**src/rtl/fbf_pkg.sv**
```systemverilog
// fbf_pkg: shared constants and codes of the block floating point codec
// no dependencies
`default_nettype none

package fbf_pkg;

    // action codes
    localparam logic [1:0] ACT_SPLIT   = 2'd0;
    localparam logic [1:0] ACT_ALIGN   = 2'd1;
    localparam logic [1:0] ACT_REGEN   = 2'd2;

    // fixed shift offsets of the sum format
    localparam int PRE_SHIFT  = 6;
    localparam int POST_SHIFT = 17;

    // word geometry
    localparam int WORD_W     = 96;
    localparam int POS_W      = 7;
    localparam int EXP_W      = 11;
    localparam int FRAC_W     = 52;
    localparam int MAN_W      = 54;

    localparam logic [EXP_W-1:0] EXP_ALL_ONES = 11'h7ff;
    localparam logic [63:0]      QNAN_BITS    = 64'h7FF8_0000_0000_0000;
    localparam logic [63:0]      INF_BITS     = 64'h7FF0_0000_0000_0000;

    typedef logic [WORD_W-1:0] word96_t;

endpackage

`default_nettype wire

```
**src/rtl/fbf_if.sv**
```systemverilog
// fbf_req_if, fbf_rsp_if: valid/ready channels of the codec
// depends on fbf_pkg
`default_nettype none

interface fbf_req_if;
    logic                  valid;
    logic                  ready;
    logic [1:0]            action;
    logic [63:0]           value_bits;
    logic [10:0]           exponent;
    logic [10:0]           max_exponent;
    logic signed [53:0]    split_mantissa;
    logic signed [31:0]    sum_hi;
    logic [63:0]           sum_lo;

    modport source (
        output valid, action, value_bits, exponent, max_exponent,
               split_mantissa, sum_hi, sum_lo,
        input  ready
    );
    modport sink (
        input  valid, action, value_bits, exponent, max_exponent,
               split_mantissa, sum_hi, sum_lo,
        output ready
    );
endinterface

interface fbf_rsp_if;
    logic                  valid;
    logic                  ready;
    logic [10:0]           out_exponent;
    logic signed [53:0]    out_mantissa;
    logic signed [31:0]    aligned_hi;
    logic [63:0]           aligned_lo;
    logic [63:0]           double_bits;

    modport source (
        output valid, out_exponent, out_mantissa, aligned_hi, aligned_lo,
               double_bits,
        input  ready
    );
    modport sink (
        input  valid, out_exponent, out_mantissa, aligned_hi, aligned_lo,
               double_bits,
        output ready
    );
endinterface

`default_nettype wire

```
**src/rtl/fbf_lzc96.sv**
```systemverilog
// fbf_lzc96: leading-one position of a 96-bit word, two-level encoder
// depends on fbf_pkg
`default_nettype none

module fbf_lzc96 (
    input  wire fbf_pkg::word96_t           word,
    output logic [fbf_pkg::POS_W-1:0]       pos
);

    localparam int GRP_N = fbf_pkg::WORD_W / 8;

    logic [GRP_N-1:0] grp_any;
    logic [2:0]       grp_pos [GRP_N];

    // position of the highest set bit inside each byte
    always_comb
    begin
        for (int g = 0; g < GRP_N; g++)
        begin
            grp_any[g] = |word[g*8 +: 8];
            grp_pos[g] = 3'd0;
            for (int b = 0; b < 8; b++)
            begin
                if (word[g*8 + b])
                begin
                    grp_pos[g] = 3'(b);
                end
            end
        end
    end

    // highest nonzero byte wins
    always_comb
    begin
        pos = '0;
        for (int g = 0; g < GRP_N; g++)
        begin
            if (grp_any[g])
            begin
                pos = fbf_pkg::POS_W'(g * 8) + {4'b0, grp_pos[g]};
            end
        end
    end

endmodule

`default_nettype wire

```
**src/rtl/fp64_block_float_codec_unit.sv**
```systemverilog
// fp64_block_float_codec_unit: split, align and regenerate for integer sums
// one item per cycle sustained while the output is not held;
// the three register stages are decode/negate, shift/leading-one, normalize.
// a stalled output holds the whole pipeline, nothing is dropped or repeated.
// reset clears the stage valid bits only; the data registers are not reset.
// depends on fbf_pkg, fbf_if, fbf_lzc96
`default_nettype none

module fp64_block_float_codec_unit (
    input  wire       clk,
    input  wire       rst_n,
    fbf_req_if.sink   request,
    fbf_rsp_if.source response
);

    localparam int EW = fbf_pkg::EXP_W;
    localparam int PW = fbf_pkg::POS_W;

    logic advance;

    // stage 1 registers
    logic                 s1_valid_reg;
    logic [1:0]           s1_act_reg;
    logic [EW-1:0]        s1_split_exp_reg;
    logic [53:0]          s1_split_man_reg;
    logic [53:0]          s1_sm_reg;
    logic [PW-1:0]        s1_shift_reg;
    logic                 s1_clear_reg;
    fbf_pkg::word96_t     s1_mag_reg;
    logic                 s1_sign_reg;
    logic                 s1_zero_reg;
    logic [EW-1:0]        s1_ex_reg;

    // stage 2 registers
    logic                 s2_valid_reg;
    logic [1:0]           s2_act_reg;
    logic [EW-1:0]        s2_split_exp_reg;
    logic [53:0]          s2_split_man_reg;
    fbf_pkg::word96_t     s2_aligned_reg;
    fbf_pkg::word96_t     s2_mag_reg;
    logic                 s2_sign_reg;
    logic                 s2_zero_reg;
    logic [EW-1:0]        s2_ex_reg;
    logic [PW-1:0]        s2_pos_reg;
    logic signed [12:0]   s2_dsub_reg;

    // stage 3 (output) registers
    logic                 s3_valid_reg;
    logic [EW-1:0]        s3_exp_reg;
    logic [53:0]          s3_man_reg;
    fbf_pkg::word96_t     s3_aligned_reg;
    logic [63:0]          s3_double_reg;

    // whole pipeline moves unless the output item is held
    assign advance       = !s3_valid_reg || response.ready;
    assign request.ready = advance;

    // ---------------- stage 1: split, align count, sum magnitude ----------------
    logic [EW-1:0]        s1_split_exp_next;
    logic [53:0]          s1_split_man_next;
    logic signed [12:0]   s1_d;
    fbf_pkg::word96_t     s1_sum;
    fbf_pkg::word96_t     s1_mag_next;

    always_comb
    begin
        s1_split_exp_next = request.value_bits[62:52];
        s1_split_man_next = {1'b0, (s1_split_exp_next != '0), request.value_bits[51:0]};
        if (request.value_bits[63])
        begin
            s1_split_man_next = 54'(0) - s1_split_man_next;
        end

        s1_d = $signed({2'b0, request.max_exponent}) + 13'(fbf_pkg::PRE_SHIFT)
               - $signed({2'b0, request.exponent});

        s1_sum = {request.sum_hi, request.sum_lo};
        s1_mag_next = s1_sum[95] ? (~s1_sum + 96'd1) : s1_sum;
    end

    always_ff @(posedge clk or negedge rst_n)
    begin
        if (!rst_n)
        begin
            s1_valid_reg <= 1'b0;
        end
        else if (advance)
        begin
            s1_valid_reg <= request.valid;
        end
    end

    always_ff @(posedge clk)
    begin
        if (advance)
        begin
            s1_act_reg       <= request.action;
            s1_split_exp_reg <= s1_split_exp_next;
            s1_split_man_reg <= s1_split_man_next;
            s1_sm_reg        <= request.split_mantissa;
            s1_shift_reg     <= s1_d[PW-1:0];
            s1_clear_reg     <= (s1_d < 13'sd0) || (s1_d >= 13'sd96);
            s1_mag_reg       <= s1_mag_next;
            s1_sign_reg      <= s1_sum[95];
            s1_zero_reg      <= (s1_sum == '0);
            s1_ex_reg        <= request.max_exponent;
        end
    end

    // ---------------- stage 2: align shift, leading one ----------------
    logic [PW-1:0]        s2_pos_next;
    fbf_pkg::word96_t     s2_aligned_next;
    logic signed [95:0]   s2_placed;
    logic signed [12:0]   s2_dsub_next;

    fbf_lzc96 u_lzc (
        .word (s1_mag_reg),
        .pos  (s2_pos_next)
    );

    always_comb
    begin
        s2_placed       = $signed({{10{s1_sm_reg[53]}}, s1_sm_reg, 32'b0});
        s2_aligned_next = s1_clear_reg ? '0 : fbf_pkg::word96_t'(s2_placed >>> s1_shift_reg);
        s2_dsub_next    = $signed({2'b0, s1_ex_reg}) + 13'(fbf_pkg::PRE_SHIFT)
                          - $signed({12'b0, (s1_ex_reg != '0)}) - 13'sd32;
    end

    always_ff @(posedge clk or negedge rst_n)
    begin
        if (!rst_n)
        begin
            s2_valid_reg <= 1'b0;
        end
        else if (advance)
        begin
            s2_valid_reg <= s1_valid_reg;
        end
    end

    always_ff @(posedge clk)
    begin
        if (advance)
        begin
            s2_act_reg       <= s1_act_reg;
            s2_split_exp_reg <= s1_split_exp_reg;
            s2_split_man_reg <= s1_split_man_reg;
            s2_aligned_reg   <= s2_aligned_next;
            s2_mag_reg       <= s1_mag_reg;
            s2_sign_reg      <= s1_sign_reg;
            s2_zero_reg      <= s1_zero_reg;
            s2_ex_reg        <= s1_ex_reg;
            s2_pos_reg       <= s2_pos_next;
            s2_dsub_reg      <= s2_dsub_next;
        end
    end

    // ---------------- stage 3: normalize, special cases, output ----------------
    logic signed [12:0]   s3_nx;
    fbf_pkg::word96_t     s3_norm;
    fbf_pkg::word96_t     s3_sub;
    logic [12:0]          s3_neg_dsub;
    logic [63:0]          s3_double_next;
    logic [EW-1:0]        s3_exp_next;
    logic [53:0]          s3_man_next;
    fbf_pkg::word96_t     s3_aligned_next;

    always_comb
    begin
        s3_nx = $signed({2'b0, s2_ex_reg}) + 13'(fbf_pkg::POST_SHIFT)
                + $signed({6'b0, s2_pos_reg}) - 13'sd95;

        // leading one moved to bit 95, fraction follows it
        s3_norm = s2_mag_reg << (7'd95 - s2_pos_reg);

        // subnormal: shift of the unnormalized magnitude
        s3_neg_dsub = 13'(0) - s2_dsub_reg;
        if (s2_dsub_reg >= 13'sd0)
        begin
            s3_sub = s2_mag_reg << s2_dsub_reg;
        end
        else
        begin
            s3_sub = s2_mag_reg >> s3_neg_dsub;
        end

        if (s2_zero_reg)
        begin
            s3_double_next = '0;
        end
        else if (s2_ex_reg == fbf_pkg::EXP_ALL_ONES)
        begin
            s3_double_next = fbf_pkg::QNAN_BITS;
        end
        else if (s3_nx >= 13'sd2047)
        begin
            s3_double_next = fbf_pkg::INF_BITS;
        end
        else if (s3_nx < 13'sd1)
        begin
            s3_double_next = {s2_sign_reg, 11'b0, s3_sub[51:0]};
        end
        else
        begin
            s3_double_next = {s2_sign_reg, s3_nx[10:0], s3_norm[94:43]};
        end

        s3_exp_next     = '0;
        s3_man_next     = '0;
        s3_aligned_next = '0;
        case (s2_act_reg)
            fbf_pkg::ACT_SPLIT:
            begin
                s3_exp_next    = s2_split_exp_reg;
                s3_man_next    = s2_split_man_reg;
                s3_double_next = '0;
            end
            fbf_pkg::ACT_ALIGN:
            begin
                s3_aligned_next = s2_aligned_reg;
                s3_double_next  = '0;
            end
            fbf_pkg::ACT_REGEN:
            begin
            end
            default:
            begin
                s3_double_next = '0;
            end
        endcase
    end

    always_ff @(posedge clk or negedge rst_n)
    begin
        if (!rst_n)
        begin
            s3_valid_reg <= 1'b0;
        end
        else if (advance)
        begin
            s3_valid_reg <= s2_valid_reg;
        end
    end

    always_ff @(posedge clk)
    begin
        if (advance)
        begin
            s3_exp_reg     <= s3_exp_next;
            s3_man_reg     <= s3_man_next;
            s3_aligned_reg <= s3_aligned_next;
            s3_double_reg  <= s3_double_next;
        end
    end

    // result channel
    assign response.valid        = s3_valid_reg;
    assign response.out_exponent = s3_exp_reg;
    assign response.out_mantissa = $signed(s3_man_reg);
    assign response.aligned_hi   = $signed(s3_aligned_reg[95:64]);
    assign response.aligned_lo   = s3_aligned_reg[63:0];
    assign response.double_bits  = s3_double_reg;

endmodule

`default_nettype wire

```
**src/flat_wrapper.sv**
```systemverilog
// flat-port wrapper written by rule: the top's interface ports become plain ports
module fp64_block_float_codec_unit_flat 
  (clk, rst_n, request_valid, request_action, request_value_bits, request_exponent, request_max_exponent, request_split_mantissa, request_sum_hi, request_sum_lo, request_ready, response_valid, response_out_exponent, response_out_mantissa, response_aligned_hi, response_aligned_lo, response_double_bits, response_ready);
  fbf_req_if request_i ();
  fbf_rsp_if response_i ();
  input  wire clk;
  input  wire rst_n;
  input wire logic [$bits(request_i.valid)-1:0] request_valid;
  input wire logic [$bits(request_i.action)-1:0] request_action;
  input wire logic [$bits(request_i.value_bits)-1:0] request_value_bits;
  input wire logic [$bits(request_i.exponent)-1:0] request_exponent;
  input wire logic [$bits(request_i.max_exponent)-1:0] request_max_exponent;
  input wire logic [$bits(request_i.split_mantissa)-1:0] request_split_mantissa;
  input wire logic [$bits(request_i.sum_hi)-1:0] request_sum_hi;
  input wire logic [$bits(request_i.sum_lo)-1:0] request_sum_lo;
  output wire logic [$bits(request_i.ready)-1:0] request_ready;
  output wire logic [$bits(response_i.valid)-1:0] response_valid;
  output wire logic [$bits(response_i.out_exponent)-1:0] response_out_exponent;
  output wire logic [$bits(response_i.out_mantissa)-1:0] response_out_mantissa;
  output wire logic [$bits(response_i.aligned_hi)-1:0] response_aligned_hi;
  output wire logic [$bits(response_i.aligned_lo)-1:0] response_aligned_lo;
  output wire logic [$bits(response_i.double_bits)-1:0] response_double_bits;
  input wire logic [$bits(response_i.ready)-1:0] response_ready;
  assign request_i.valid = request_valid;
  assign request_i.action = request_action;
  assign request_i.value_bits = request_value_bits;
  assign request_i.exponent = request_exponent;
  assign request_i.max_exponent = request_max_exponent;
  assign request_i.split_mantissa = request_split_mantissa;
  assign request_i.sum_hi = request_sum_hi;
  assign request_i.sum_lo = request_sum_lo;
  assign request_ready = request_i.ready;
  assign response_valid = response_i.valid;
  assign response_out_exponent = response_i.out_exponent;
  assign response_out_mantissa = response_i.out_mantissa;
  assign response_aligned_hi = response_i.aligned_hi;
  assign response_aligned_lo = response_i.aligned_lo;
  assign response_double_bits = response_i.double_bits;
  assign response_i.ready = response_ready;
  fp64_block_float_codec_unit u_core (.clk(clk), .rst_n(rst_n), .request(request_i), .response(response_i));
endmodule
```
**config.mk**
```make
export PLATFORM = sky130hd
export DESIGN_NAME = fp64_block_float_codec_unit_flat
export DESIGN_NICKNAME = d
export VERILOG_FILES = /design/src/rtl/fbf_pkg.sv /design/src/rtl/fbf_if.sv /design/src/rtl/fbf_lzc96.sv /design/src/rtl/fp64_block_float_codec_unit.sv /design/src/flat_wrapper.sv
export SDC_FILE = /design/constraint.sdc
export NUM_CORES = 2
export LEC_CHECK = 0
export ABC_AREA = 0
export BUFFER_PORTS_ARGS = -buffer_cell sky130_fd_sc_hd__buf_2
export CORE_ASPECT_RATIO = 0.75
export CORE_UTILIZATION = 45
export CTS_BUF_LIST = sky130_fd_sc_hd__clkbuf_8 sky130_fd_sc_hd__clkbuf_16
export DETAILED_ROUTE_END_ITERATION = 8
export GPL_TIMING_DRIVEN = 0
export HOLD_SLACK_MARGIN = 0.02
export PLACE_DENSITY_LB_ADDON = 0.1
export SKIP_CTS_REPAIR_TIMING = 1
export SYNTH_ARGS = -nofsm -noshare
export SYNTH_HDL_FRONTEND = slang
export SYNTH_SLANG_ARGS = --single-unit
```
**constraint.sdc**
```tcl
create_clock -name clk -period 23.5 [get_ports clk]
set_clock_uncertainty 0.1 [all_clocks]
set_input_delay 2.35 -clock clk [delete_from_list [all_inputs] [get_ports clk]]
set_output_delay 2.35 -clock clk [all_outputs]
set_load 0.05 [all_outputs]
```
==> results.json <==
{
  "wl_per_cell_um": 38.5,
  "hold_class": "reg -> reg",
  "period_share_pct": 40.8,
  "ant_nets": 0,
  "synth_top_family_by_area": "multiplexers",
  "synth_edf_count": 735,
  "path_clk_slew_ps": 70,
  "root_buffer": "clkbuf_16",
  "max_freq_mhz": 104,
  "drc_errors": 0,
  "end_kind": "flip-flop",
  "syn-num-nets": 5211,
  "max_slew.worst_pin.slew_ps": 1530,
  "synth-main-ff-cell": "edfxtp_1",
  "die_h_um": 297,
  "antenna_found_initial": 28,
  "grt_pass1_vias": 46100,
  "rsz0062_at_grt": "false",
  "grt_pass1_wl_mm": 369,
  "synthMuxAreaShare_pct": 21.5,
  "cts_tree": "yes",
  "crit_type": "reg -> reg",
  "cp_cell_sequence": "buf_4 -> buf_2 -> inv_2 -> buf_1 -> clkbuf_1 -> ha_1 -> buf_2 -> buf_2 -> inv_1 -> buf_1 -> buf_1 -> buf_1 -> mux2i_1 -> a221oi_1 -> nor3_1 -> a211oi_1 -> a211oi_1",
  "grt-ovfl-total": 0,
  "hpwl_mm": 219,
  "yosysTopAreaCellShare_pct": 42.2,
  "ys_warn_count": 0,
  "htree_num_levels": 3,
  "syn_to_final_growth_pct": 13.4,
  "die_width_um": 396,
  "synthDistinctLibCells": 95,
  "synth_xor_xnor_area_share_pct": 3.32,
  "synth_compound_area_share_pct": 14.0,
  "yosys.area_share.adder_pct": 1.03,
  "slew_viol_final": 16,
  "clock_latency_ps": 730,
  "setup_violations": 0,
  "cts_made_buffers": 70,
  "drt_iter0_drc": 8397,
  "grt_usage_pct": 44.9,
  "worstPathRequired_ps": 23890,
  "final_cell_mix": "edfxtp_1, nand2_1, buf_2",
  "clkSinkCount": 738,
  "multi_input_area_um2": 28100,
  "slowest_delay_ps": 1290,
  "arrival_ps": 9970,
  "avgSynthCellArea_um2": 10.6,
  "layout.area.seq_um2": 22100,
  "yosys-top-cells-area": "edfxtp_1, mux4_2, mux2i_1, nand2_1, xnor2_1",
  "ys_seq_area_share_pct": 42.3,
  "final_layout_size_suffix_gt1_share_pct": 20.0,
  "drt-total-wl_mm": 273,
  "fin_util_pct": 51.9,
  "io_pins": 469,
  "cp_max_fo": 10,
  "vdd_drop_max_mv": 0.0939,
  "slew_headroom_pct": -3.05,
  "grt_start_max_net_pins": 76,
  "rows": 107,
  "vias_per_cell": 7.09,
  "leakage_nw": 22.3,
  "status": "complete, but fails checks",
  "timing.critical_path.mode_cell": "buf_1",
  "synthArstFlopShare_pct": 0.407,
  "nFillCells": 10100,
  "fp.coreArea_um2": 114000,
  "gp_congestion": 1.19,
  "final_common_cell": "edfxtp_1",
  "finalCriticalPeriod_ps": 9580,
  "cap_violations": 3,
  "synth-seq-cells": 738,
  "holdWs_ps": 311,
  "port_buffers": 467,
  "worst_path_max_delay_cell": "mux2i_1",
  "routed-via-count": 50200,
  "cts.path.max_buffers": 3,
  "violations": "capacitance limit, slew limit",
  "dieArea_um2": 118000,
  "initial_core_util_pct": 45.7,
  "yosysTopAreaCell": "edfxtp_1",
  "worst_setup_path_start_kind": "flip-flop",
  "power_density_nw_per_um2": 136,
  "dr.pass1.iters": 8,
  "hold_violations": 0,
  "synthCells": 4927,
  "yosys.area_share.simple_pct": 13.7,
  "synthesis.area_um2": 52400,
  "nets": 5767
}
## final timing paths
path                                       startpoint  cells past startpoint                              end  slack (ps)
max in group asynchronous                       rst_n                      1            u_core.response.valid       21880
min in group asynchronous                       rst_n                      1              u_core.s1_valid_reg        1310
worst min register to register   u_core.s1_mag_reg[0]                      0             u_core.s2_mag_reg[0]         310
worst max register to register  u_core.s2_dsub_reg[0]                     17  u_core.response.double_bits[21]       13920
worst min-delay path             u_core.s1_mag_reg[0]                      0             u_core.s2_mag_reg[0]         310
worst max-delay path            u_core.s2_dsub_reg[0]                     17  u_core.response.double_bits[21]       13920
## report_power, final
part | leakage [nW] | internal (mW) | switching, mW
Sequential | 7.64 | 1.79 | 0.230
Combinational | 13.5 | 1.34 | 3.59
Clock | 1.18 | 0.624 | 0.531
Total | 22.3 | 3.75 | 4.35
## metrics by stage
stage / setup WS (ps) / total power, mW / cell area [µm²] / cells / TNS [ps]
global route: 14340 / 8.11 / 59300 / 7068 / 0
floorplan: 648 / 4.76 / 52400 / 4927 / 0
finish: 13920 / 8.10 / 59400 / 7082 / 0
detailed placement: 14970 / 6.54 / 57000 / 6937 / 0
global placement: -6930 / 6.79 / 56600 / 6920 / -2440560
CTS: 14930 / 7.70 / 59300 / 7065 / 0
## cells in the mapped netlist, types with 65 or more instances
cell type,count
a211oi_1,65
a21oi_1,277
and2_1,170
buf_2,65
clkbuf_1,298
edfxtp_1,735
inv_1,87
mux2_2,110
mux2i_1,389
mux4_2,273
nand2_1,544
nand3_1,87
nor2_1,364
nor3_1,116
o21ai_0,266
xnor2_1,172
## layout make-up
type	count	area share, %
sequential	738	37.3
clock inverter	54	0.896
tap	1526	3.22
clock buffer	74	3.04
multi-input combinational	3652	47.3
buffer	442	3.07
antenna	17	0.0717
inverter	95	0.601
timing repair buffer	484	4.51
## layer usage
layer / wire [µm] / global-route usage [%]
met1: 110000 / 62.7
met2: 104000 / 58.0
met3: 48200 / 25.2
met4: 10100 / 13.8
met5: 612 / 0.325
## cells by family after synthesis
group,count (synthesis)
flip-flops,738
buffers and inverters,537
multiplexers,772
AND/OR/NAND/NOR,1524
AO/OA/AOI/OAI,1117
XOR/XNOR,197
adder cells (fa/ha/maj),42
## critical path, delay by kind of cell, from the launching register on
kind | cells | cell delay [ps]
AND/OR/NAND/NOR | 1 | 250
buffers and inverters | 11 | 6040
multiplexers | 1 | 1290
adder cells (fa/ha/maj) | 1 | 380
AO/OA/AOI/OAI | 3 | 710
flip-flops | 1 | 560
Note: power is estimated with default switching activity, not from simulation.
